File: config.mk
export PLATFORM = sky130hd
export DESIGN_NAME = dns_query_redirect_responder
export DESIGN_NICKNAME = d
export VERILOG_FILES = /design/src/rtl/dqr_pkg.sv /design/src/rtl/dns_query_redirect_responder.sv /design/src/rtl/dqr_parser.sv
export SDC_FILE = /design/constraint.sdc
export NUM_CORES = 1
export LEC_CHECK = 0
export BUFFER_PORTS_ARGS = -buffer_cell sky130_fd_sc_hd__buf_4
export CAP_MARGIN = 10
export CORE_MARGIN = 5
export CORE_UTILIZATION = 45
export DETAILED_ROUTE_END_ITERATION = 10
export PLACE_DENSITY = 0.66
export SLEW_MARGIN = 15
export SYNTH_ARGS = -nofsm -noshare
export SYNTH_HDL_FRONTEND = slang
export SYNTH_SLANG_ARGS = --single-unit
File: constraint.sdc
create_clock -name clk -period 2.5 [get_ports clk]
set_input_delay 0.75 -clock clk [delete_from_list [all_inputs] [get_ports clk]]
set_output_delay 0.75 -clock clk [all_outputs]
set_load 0.01 [all_outputs]
File: src/rtl/dqr_pkg.sv
// Shared types and constants for the DNS query redirect responder.
// No dependencies; imported by dqr_parser and dns_query_redirect_responder.
package dqr_pkg;

	localparam int HEADER_BYTES = 12;
	localparam int ANSWER_BYTES = 16;
	localparam int ANS_IDX_W    = $clog2(ANSWER_BYTES);

	typedef enum logic [2:0] {
		PH_HEADER,
		PH_LABEL_LEN,
		PH_LABEL_BODY,
		PH_TAIL,
		PH_DONE,
		PH_FAILED
	} phase_t;

	// What follows the (optional) passed-through byte of one query byte
	typedef enum logic [1:0] {
		TAIL_NONE,
		TAIL_ANSWER,
		TAIL_DROP
	} tail_t;

	typedef struct packed {
		logic        has_byte;
		logic [7:0]  data;
		tail_t       tail;
	} job_t;

	// Appended A record: name pointer to offset 12, type A, class IN, TTL 30, rdlength 4
	function automatic logic [7:0] answer_byte(logic [ANS_IDX_W-1:0] idx, logic [31:0] ip);
		logic [7:0] b;
		b = 8'h00;
		case (idx)
			4'd0:    b = 8'hC0;
			4'd1:    b = 8'h0C;
			4'd3:    b = 8'h01;
			4'd5:    b = 8'h01;
			4'd9:    b = 8'h1E;
			4'd11:   b = 8'h04;
			4'd12:   b = ip[31:24];
			4'd13:   b = ip[23:16];
			4'd14:   b = ip[15:8];
			4'd15:   b = ip[7:0];
			default: b = 8'h00;
		endcase
		return b;
	endfunction

endpackage

File: src/rtl/dns_query_redirect_responder.sv
// DNS query redirect responder, top level.
// Depends on dqr_pkg and dqr_parser.
//
// Usage: query bytes enter on query_byte/end_of_query with query_valid/query_stall;
// reply items leave on reply_byte/end_of_reply/dropped with reply_valid/reply_stall.
// A transfer happens on a rising edge with valid high and stall low.
// Each query byte gives zero or one reply byte. The byte marked end_of_query
// additionally gives either the 16-byte A record (last byte flagged
// end_of_reply) or a single item with end_of_reply and dropped set.
// A query byte's reply item is loaded into the parse register at its transfer and then
// moves into the output register.
// Throughput is one byte per cycle while no stall holds it. After a final byte query_stall
// stays high while its trailing items drain one per cycle when reply_stall allows
// (the 16-byte answer, or a drop item that follows a passed byte), and whenever a held
// reply item meets reply_stall.
// A stalled reply item holds; the parse register then fills and stalls input.
// The user must write gateway_ip (cfg_wr_en/cfg_wr_data) only while idle; unenforced.
// Reset clears the parse state, all valid flags and gateway_ip to 0.
module dns_query_redirect_responder #(
	parameter int PACKET_BUFFER_BYTES = 512
) (
	input  logic        clk,
	input  logic        arst_n,
	input  logic        query_valid,
	output logic        query_stall,
	input  logic [7:0]  query_byte,
	input  logic        end_of_query,
	output logic        reply_valid,
	input  logic        reply_stall,
	output logic [7:0]  reply_byte,
	output logic        end_of_reply,
	output logic        dropped,
	input  logic        cfg_wr_en,
	input  logic [31:0] cfg_wr_data
);
	import dqr_pkg::*;

	localparam int QUERY_LIMIT = PACKET_BUFFER_BYTES - ANSWER_BYTES;

	logic [31:0]          gateway_ip_q;
	job_t                 job;
	logic                 accept;
	logic                 job_v_s1;
	job_t                 job_s1;
	logic [ANS_IDX_W-1:0] ans_idx_s1;
	logic                 out_free, move, piece_last, done;
	logic [7:0]           item_byte;
	logic                 item_end, item_drop;

	always_ff @(posedge clk or negedge arst_n) begin
		if (!arst_n)
			gateway_ip_q <= '0;
		else if (cfg_wr_en)
			gateway_ip_q <= cfg_wr_data;
	end

	dqr_parser #(
		.QUERY_LIMIT(QUERY_LIMIT)
	) u_parser (
		.clk          (clk),
		.arst_n       (arst_n),
		.take         (accept),
		.query_byte   (query_byte),
		.end_of_query (end_of_query),
		.job          (job)
	);

	// Pick the next item of the held job
	always_comb begin
		item_byte  = 8'h00;
		item_end   = 1'b0;
		item_drop  = 1'b0;
		piece_last = 1'b0;
		if (job_s1.has_byte) begin
			item_byte  = job_s1.data;
			piece_last = (job_s1.tail == TAIL_NONE);
		end else begin
			case (job_s1.tail)
				TAIL_ANSWER: begin
					item_byte  = answer_byte(ans_idx_s1, gateway_ip_q);
					item_end   = (ans_idx_s1 == ANS_IDX_W'(ANSWER_BYTES - 1));
					piece_last = item_end;
				end
				TAIL_DROP: begin
					item_end   = 1'b1;
					item_drop  = 1'b1;
					piece_last = 1'b1;
				end
				default: piece_last = 1'b1;
			endcase
		end
	end

	assign out_free    = !reply_valid || !reply_stall;
	assign move        = job_v_s1 && out_free;
	assign done        = move && piece_last;
	assign query_stall = job_v_s1 && !done;
	assign accept      = query_valid && !query_stall;

	always_ff @(posedge clk or negedge arst_n) begin
		if (!arst_n) begin
			job_v_s1 <= 1'b0;
		end else if (accept) begin
			job_v_s1 <= job.has_byte || (job.tail != TAIL_NONE);
		end else if (done) begin
			job_v_s1 <= 1'b0;
		end
	end

	always_ff @(posedge clk) begin
		if (accept) begin
			job_s1     <= job;
			ans_idx_s1 <= '0;
		end else if (move) begin
			if (job_s1.has_byte)
				job_s1.has_byte <= 1'b0;
			else
				ans_idx_s1 <= ans_idx_s1 + ANS_IDX_W'(1);
		end
	end

	always_ff @(posedge clk or negedge arst_n) begin
		if (!arst_n)
			reply_valid <= 1'b0;
		else if (move)
			reply_valid <= 1'b1;
		else if (!reply_stall)
			reply_valid <= 1'b0;
	end

	always_ff @(posedge clk) begin
		if (move) begin
			reply_byte   <= item_byte;
			end_of_reply <= item_end;
			dropped      <= item_drop;
		end
	end

endmodule

File: src/rtl/dqr_parser.sv
// Query parser: header rewrite and first-question walk, one byte per transfer.
// Depends on dqr_pkg. Holds the per-query parse state.
module dqr_parser #(
	parameter int QUERY_LIMIT = 496
) (
	input  logic          clk,
	input  logic          arst_n,
	input  logic          take,
	input  logic [7:0]    query_byte,
	input  logic          end_of_query,
	output dqr_pkg::job_t job
);
	import dqr_pkg::*;

	localparam int POS_W = $clog2(QUERY_LIMIT + 1);

	logic [POS_W-1:0] pos_q, pos_d;
	phase_t           phase_q, phase_d;
	logic [5:0]       remain_q, remain_d;
	logic             qc_nz_q, qc_nz_d;
	logic             send;
	logic [7:0]       emit;
	logic [5:0]       remain_dec;

	assign remain_dec = remain_q - 6'd1;

	always_comb begin
		pos_d    = pos_q;
		phase_d  = phase_q;
		remain_d = remain_q;
		qc_nz_d  = qc_nz_q;
		send     = 1'b0;
		emit     = query_byte;

		if (pos_q < POS_W'(QUERY_LIMIT)) begin
			pos_d = pos_q + POS_W'(1);
			case (phase_q)
				PH_HEADER: begin
					send = 1'b1;
					case (pos_q)
						POS_W'(2): emit = (query_byte | 8'h80) & 8'hFD; // QR set, TC clear
						POS_W'(3): emit = query_byte | 8'h80;            // RA set
						POS_W'(4): begin
							qc_nz_d = (query_byte != 8'h00);
							emit    = 8'h00;
						end
						POS_W'(5): begin
							emit = 8'h01;
							if (!qc_nz_q && query_byte == 8'h00) begin
								phase_d = PH_FAILED;
								send    = 1'b0;
							end
						end
						POS_W'(6):  emit = 8'h00;
						POS_W'(7):  emit = 8'h01;
						POS_W'(8), POS_W'(9), POS_W'(10), POS_W'(11): emit = 8'h00;
						default: emit = query_byte;
					endcase
					if (phase_d == PH_HEADER && pos_q == POS_W'(HEADER_BYTES - 1))
						phase_d = PH_LABEL_LEN;
				end
				PH_LABEL_LEN: begin
					if (query_byte == 8'h00) begin
						phase_d  = PH_TAIL;
						remain_d = 6'd4;
						send     = 1'b1;
					end else if (query_byte[7:6] != 2'b00) begin
						phase_d = PH_FAILED;
					end else begin
						phase_d  = PH_LABEL_BODY;
						remain_d = query_byte[5:0];
						send     = 1'b1;
					end
				end
				PH_LABEL_BODY: begin
					send     = 1'b1;
					remain_d = remain_dec;
					if (remain_dec == 6'd0)
						phase_d = PH_LABEL_LEN;
				end
				PH_TAIL: begin
					send     = 1'b1;
					remain_d = remain_dec;
					if (remain_dec == 6'd0)
						phase_d = PH_DONE;
				end
				default: ;
			endcase
		end

		job.has_byte = send;
		job.data     = emit;
		if (!end_of_query)
			job.tail = TAIL_NONE;
		else if (phase_d == PH_DONE)
			job.tail = TAIL_ANSWER;
		else
			job.tail = TAIL_DROP;
	end

	always_ff @(posedge clk or negedge arst_n) begin
		if (!arst_n) begin
			pos_q    <= '0;
			phase_q  <= PH_HEADER;
			remain_q <= '0;
			qc_nz_q  <= 1'b0;
		end else if (take) begin
			if (end_of_query) begin
				pos_q    <= '0;
				phase_q  <= PH_HEADER;
				remain_q <= '0;
				qc_nz_q  <= 1'b0;
			end else begin
				pos_q    <= pos_d;
				phase_q  <= phase_d;
				remain_q <= remain_d;
				qc_nz_q  <= qc_nz_d;
			end
		end
	end

endmodule

* Yosys cells after proc, flatten, opt, wreduce, memory -nomap -nowiden
Cells that the tools add are included.
** Operators by class
- Reductions and logical operators :: 36
- $add $sub $neg :: 3
- Equality and inequality tests :: 27
- Order comparisons :: 1
- Bitwise logic cells :: 1
- Muxes and demuxes :: 47
** Operators by type and width (count)
- 8-bit case mux with 9 select lines :: 1
- 9-bit by 3-bit == test with 1-bit output (second input constant) :: 4
- 9-bit by 4-bit == test with 1-bit output (second input constant) :: 4
- 3-bit 2-to-1 mux :: 11
- 8-bit 2-to-1 mux :: 4
- 8-bit case mux with 4 select lines :: 1
- 4-bit == test (second input constant) :: 6
- 6-bit 2-to-1 mux :: 4
- 9-bit by 2-bit == test with 1-bit output (second input constant) :: 2
- 1-bit 2-to-1 mux :: 18
- 9-bit 2-to-1 mux :: 2
- 2-bit nonzero test :: 7
- 3-bit case mux with 4 select lines :: 1
- 6-bit case mux with 2 select lines :: 1
- 9-bit by 1-bit adder with 9-bit output (second input constant) :: 1
- 9-bit < comparator (second input constant) :: 1
- 8-bit zero test :: 1
- 4-bit AND reduction :: 2
- 8-bit nonzero test :: 1
- 3-bit by 2-bit == test with 1-bit output (second input constant) :: 2
- 1-bit logical AND :: 6
- 3-bit zero test :: 2
- 6-bit zero test :: 1
- 2-bit OR reduction :: 3
- 22 further kinds :: 29
** Storage, ports and cells
- Register bits :: 78
- Word-level logic and storage cells :: 129
- Input port bits :: 46
- Output and inout bits :: 12

* Depth between registers and ports, before layout
- Word-level depth :: 17
- Mapped depth :: 9
- Gate-level depth less buffers :: 8

* Hierarchy
From an unflattened synthesis, not the netlist that was laid out.
** Unflattened totals
- Cell total of the unflattened synthesis :: 385
- Area total of the unflattened synthesis :: 4189.0 um^2
** Modules (own cells, without submodules)
- dns_query_redirect_responder :: seq. area each 1561.5 um^2, area an instance 2631.3 um^2, cells an instance 201, instances 1
- dqr_parser :: seq. area each 475.5 um^2, area an instance 1557.7 um^2, cells an instance 184, instances 1

* Least setup slack after synthesis
No wires, ideal clock.
- Path type :: register to register
- Start :: reg u_parser.pos_q[8]
- End :: reg u_parser.qc_nz_q
- Arrival time :: 2407 ps
- Stages on the path, launching flop included :: 6
- Path slack :: 24 ps
- Cell sequence :: dfrtp_1 > or4_4 > or4_4 > or4_4 > or4_1 > nand3_1
** On the way
- Word-level cells in the longest chain between the ends :: 3
** Ends and longest elaborated chain
- start, declared :: RTL line dqr_parser.sv:17 : logic [POS_W-1:0] pos_q, pos_d;
- start signal, assigned :: RTL line dqr_parser.sv:114 : pos_q <= pos_d;
- 9-bit < comparator / 9-bit by 3-bit == test with 1-bit output (equally long branches) :: RTL line dqr_parser.sv:35, dqr_parser.sv:40
- 2-bit nonzero test (no line)
- 4-bit AND reduction (no line) *
- end signal, assigned :: RTL line dqr_parser.sv:117 : qc_nz_q <= qc_nz_d;
- end, declared :: RTL line dqr_parser.sv:20 : logic qc_nz_q, qc_nz_d;
Mark *: on every way between the ends. The rest lies on a longest branch, timed or not.
A chain may end at the register's enable or synchronous reset.

* Worst setup path after layout
Ends and elaborated chain as after synthesis.

==> metrics.md <==
| Metric | Value |
|---|---|
| Cells after DPL | `546` |
| P&R area growth vs syn | `20.94%` |
| Die X | `105.8 um` |
| Reg2Reg Launch Point | `u_parser.pos_q[8]$_DFFE_PN0P_` |
| Mapped cell area | `4129 um^2` |
| Period utilization | `99.76%` |
| Ys Warns | `0` |
| Die Area | `11,190 um^2` |
| Ys async rst share | `67.95%` |
| Clock-pin slew on the worst setup and hold paths | `0.08 ns` |
| Mapped Nets | `444` |
| Cells after Synth | `385` |
| GR Util met3 | `3.184%` |
| Clk sink count | `78` |
| Root Buffer | `clkbuf_8` |
| Largest cells by area after synthesis | `dfrtp_1, edfxtp_1, mux2_2, ha_1, o21ai_0` |
| Most frequent cell after synthesis | `dfrtp_1` |
| Sequential fraction of the synthesis area | `49.33%` |
| CP Launch Type | `register` |
| Worst-margin pin slew | `0.6756 ns` |
| Worst Path Arrival | `2.78 ns` |
| Final hold vios | `0` |
| Grt total ovfl | `0` |
| Number of vias per cell | `5.811` |
| Synth cell types | `68` |
| Post-route minimum period | `2.494 ns` |
| Global-route wire length before repair | `16,040 um` |
| Critical Path RT | `2.78 ns` |
| Top cell type's share of synthesized area | `32.12%` |
| Core area | `9109 um^2` |
| Maximum VDD drop | `0.0003972 V` |
| Max_cap viols | `0` |
| TritonCTS clock tree | `built` |
| Post-route DRC | `0` |
| FF+latch count, synth | `78` |
| I/O pins | `58` |
| FP Rows | `35` |
| Routed wire per std cell | `17.37 um` |
| Final #Nets | `508` |
| Worst hold path type | `in -> async` |
| Layout cells sized above 1 | `32.82%` |
| H-tree depth | `3` |
| List of most frequent post-synthesis cells | `dfrtp_1, mux2_2, nand2_1, o21ai_0, edfxtp_1` |
| Pwr Density | `798.6 nW/um^2` |
| DR vias | `3,283` |
| Dpl hpwl | `6999 um` |
| Synth area leader | `dfrtp_1` |
| GRT Util Overall | `17.90%` |
| Clock buffer count from CTS | `9` |
| Clock buffer depth | `2` |
| Slew HR | `54.96%` |
| Detail Route Antenna Nets | `0` |
| Setup TNS Final | `0 ns` |
| Final Setup Violations | `0` |
| Layer with the highest usage | `met2` |
| Vias in the first global route | `3,184` |
| Syn_area_per_cell | `10.72 um^2` |
| Initial DRC Count | `218` |
| Max Clk Rate | `400.9 MHz` |
| RD Place Congestion | `0.8811` |
| Post-Route WL | `9813 um` |
| Final worst slack | `0.005877 ns` |
| Hold buffer count at cts | `0` |
| Top FF cell, synth | `dfrtp_1` |
| Met1 usage | `25.20%` |
| Count of input and output buffers | `57` |
| Worst slack, placed | `-0.01310 ns` |
| P_leak | `2.082 nW` |
| Chip height | `105.8 um` |
| Critical path class | `reg -> reg` |
| RSZ-0062 raised after global routing | `true` |
| Worst-skew pair later-pin latency | `0.34 ns` |
| Skew final | `0.01270 ns` |
| Critical Path Sink Type | `register` |
| Crit path from | `u_parser.pos_q[8]$_DFFE_PN0P_` |
| DRT Pass-1 Iters | `5` |
| Status | `finished clean` |
| Antenna fix cells | `0` |
| Max FO, Critical Path | `5` |
| Initial Util | `45.33%` |
| Met2 Use GR | `28.10%` |
| Finished Layout Cells | `565` |
| # fillers | `792` |
| Largest net degree at the start of global routing | `54` |
| Max Slew Vio Count | `0` |
| Post-synth EDFFs | `21` |
| Antenna violations before repair | `0` |
## per-layer routing
metal  up-vias  part of all wire [%]  wire [um]
li1       1568                     -          -
met5         -                     0          0
met3        12                   5.2        512
met1      1588                    46       4518
met4         0                   1.5        149
met2       115                    47       4633
## sequential cells by signal (all words and copies together) (netlist names)
| signal | count |
|---|---|
| ans_idx_s1 | 4 |
| dropped | 1 |
| end_of_reply | 1 |
| gateway_ip_q | 32 |
| job_s1 | 11 |
| job_v_s1 | 1 |
| reply_byte | 8 |
| reply_valid | 1 |
| u_parser.phase_q | 3 |
| u_parser.pos_q | 9 |
| u_parser.qc_nz_q | 1 |
| u_parser.remain_q | 6 |
## cells in the final DEF (no fill, tap or decap), types with 3 or more instances in the layout
| master | Yosys | routed |
|---|---|---|
| a21o_1 | 3 | 3 |
| a21oi_1 | 19 | 19 |
| a222oi_1 | 4 | 4 |
| a22o_1 | 3 | 3 |
| a22oi_1 | 5 | 5 |
| a31oi_1 | 5 | 4 |
| and2_1 | 6 | 5 |
| buf_4 | 3 | 76 |
| clkbuf_8 | 0 | 9 |
| dfrtp_1 | 53 | 53 |
| edfxtp_1 | 21 | 21 |
| ha_1 | 13 | 12 |
| inv_1 | 14 | 14 |
| mux2_2 | 33 | 33 |
| nand2_1 | 29 | 29 |
| nand2b_1 | 5 | 5 |
| nand3_1 | 9 | 8 |
| nand4_1 | 3 | 3 |
| nor2_1 | 19 | 19 |
| nor2b_1 | 6 | 5 |
| nor3_1 | 7 | 6 |
| nor4_1 | 6 | 6 |
| o21ai_0 | 23 | 23 |
| o31ai_1 | 7 | 7 |
| o41ai_1 | 5 | 5 |
| or4_4 | 3 | 5 |
| xnor2_1 | 4 | 4 |
## cells by family after synthesis
kind of cell | share of synthesized area (%)
AND/OR/NAND/NOR | 14.39
AO/OA/AOI/OAI | 17.61
flip-flops | 49.33
buffers and inverters | 4.181
multiplexers | 9.485
adder cells (fa/ha/maj) | 3.939
XOR/XNOR | 1.061
## worst paths after layout
check	to	slack, ns	cells after the start
min in group clk	gateway_ip_q[2]$_DFFE_PN0P_	0.51	1
setup reg to reg	u_parser.qc_nz_q$_DFFE_PN0P_	0.006	5
hold reg to reg	gateway_ip_q[2]$_DFFE_PN0P_	0.51	1
max in group asynchronous	u_parser.phase_q[2]$_DFFE_PN0P_	1.59	1
setup / recovery	u_parser.qc_nz_q$_DFFE_PN0P_	0.006	5
hold / removal	u_parser.remain_q[1]$_DFFE_PN0P_	0.44	1
## through the flow
step	cell area, um^2	util, %	hold slack [ns]	power (mW)
after floorplan	4129	-	0.4542	2.514
after CTS	4926	54.08	0.4709	3.975
after global routing	4994	54.82	0.5086	4.235
after detailed placement	4707	51.68	0.4914	2.965
after global placement	4707	51.68	0.4803	2.930
final	4994	54.82	0.4353	3.988
## layout make-up
cell class              instances  area (um^2)  area share (%)
clock buffers                  11        152.6           3.057
clock inverters                 5        62.56           1.253
inverters                      15        56.30           1.128
multi-input cells             268         1962           39.29
flip-flops and latches         78         2039           40.84
well taps                     111        138.9           2.781
repair buffers                 77        581.8           11.65
## power by group
part	total, mW	internal (mW)	switching (mW)
combinational	1.26	0.577	0.685
sequential	1.73	1.55	0.174
clock	1.00	0.530	0.471
total	3.99	2.66	1.33
## worst max-delay path: stages, from the launching register on
cell	delay [ns]
dfrtp_1	0.39
or4_4	0.54
or4_4	0.45
or4_4	0.43
or4_4	0.54
nand3_2	0.08
## what timing repair did
| item | 4_1_cts | 5_1_grt |
|---|---|---|
| pin swaps | 1 | 3 |
| setup endpoints to repair | 1 | 12 |
| setup buffers | 0 | 3 |
| resized for setup | 2 | 12 |
Note: power is estimated with default switching activity, not from simulation.
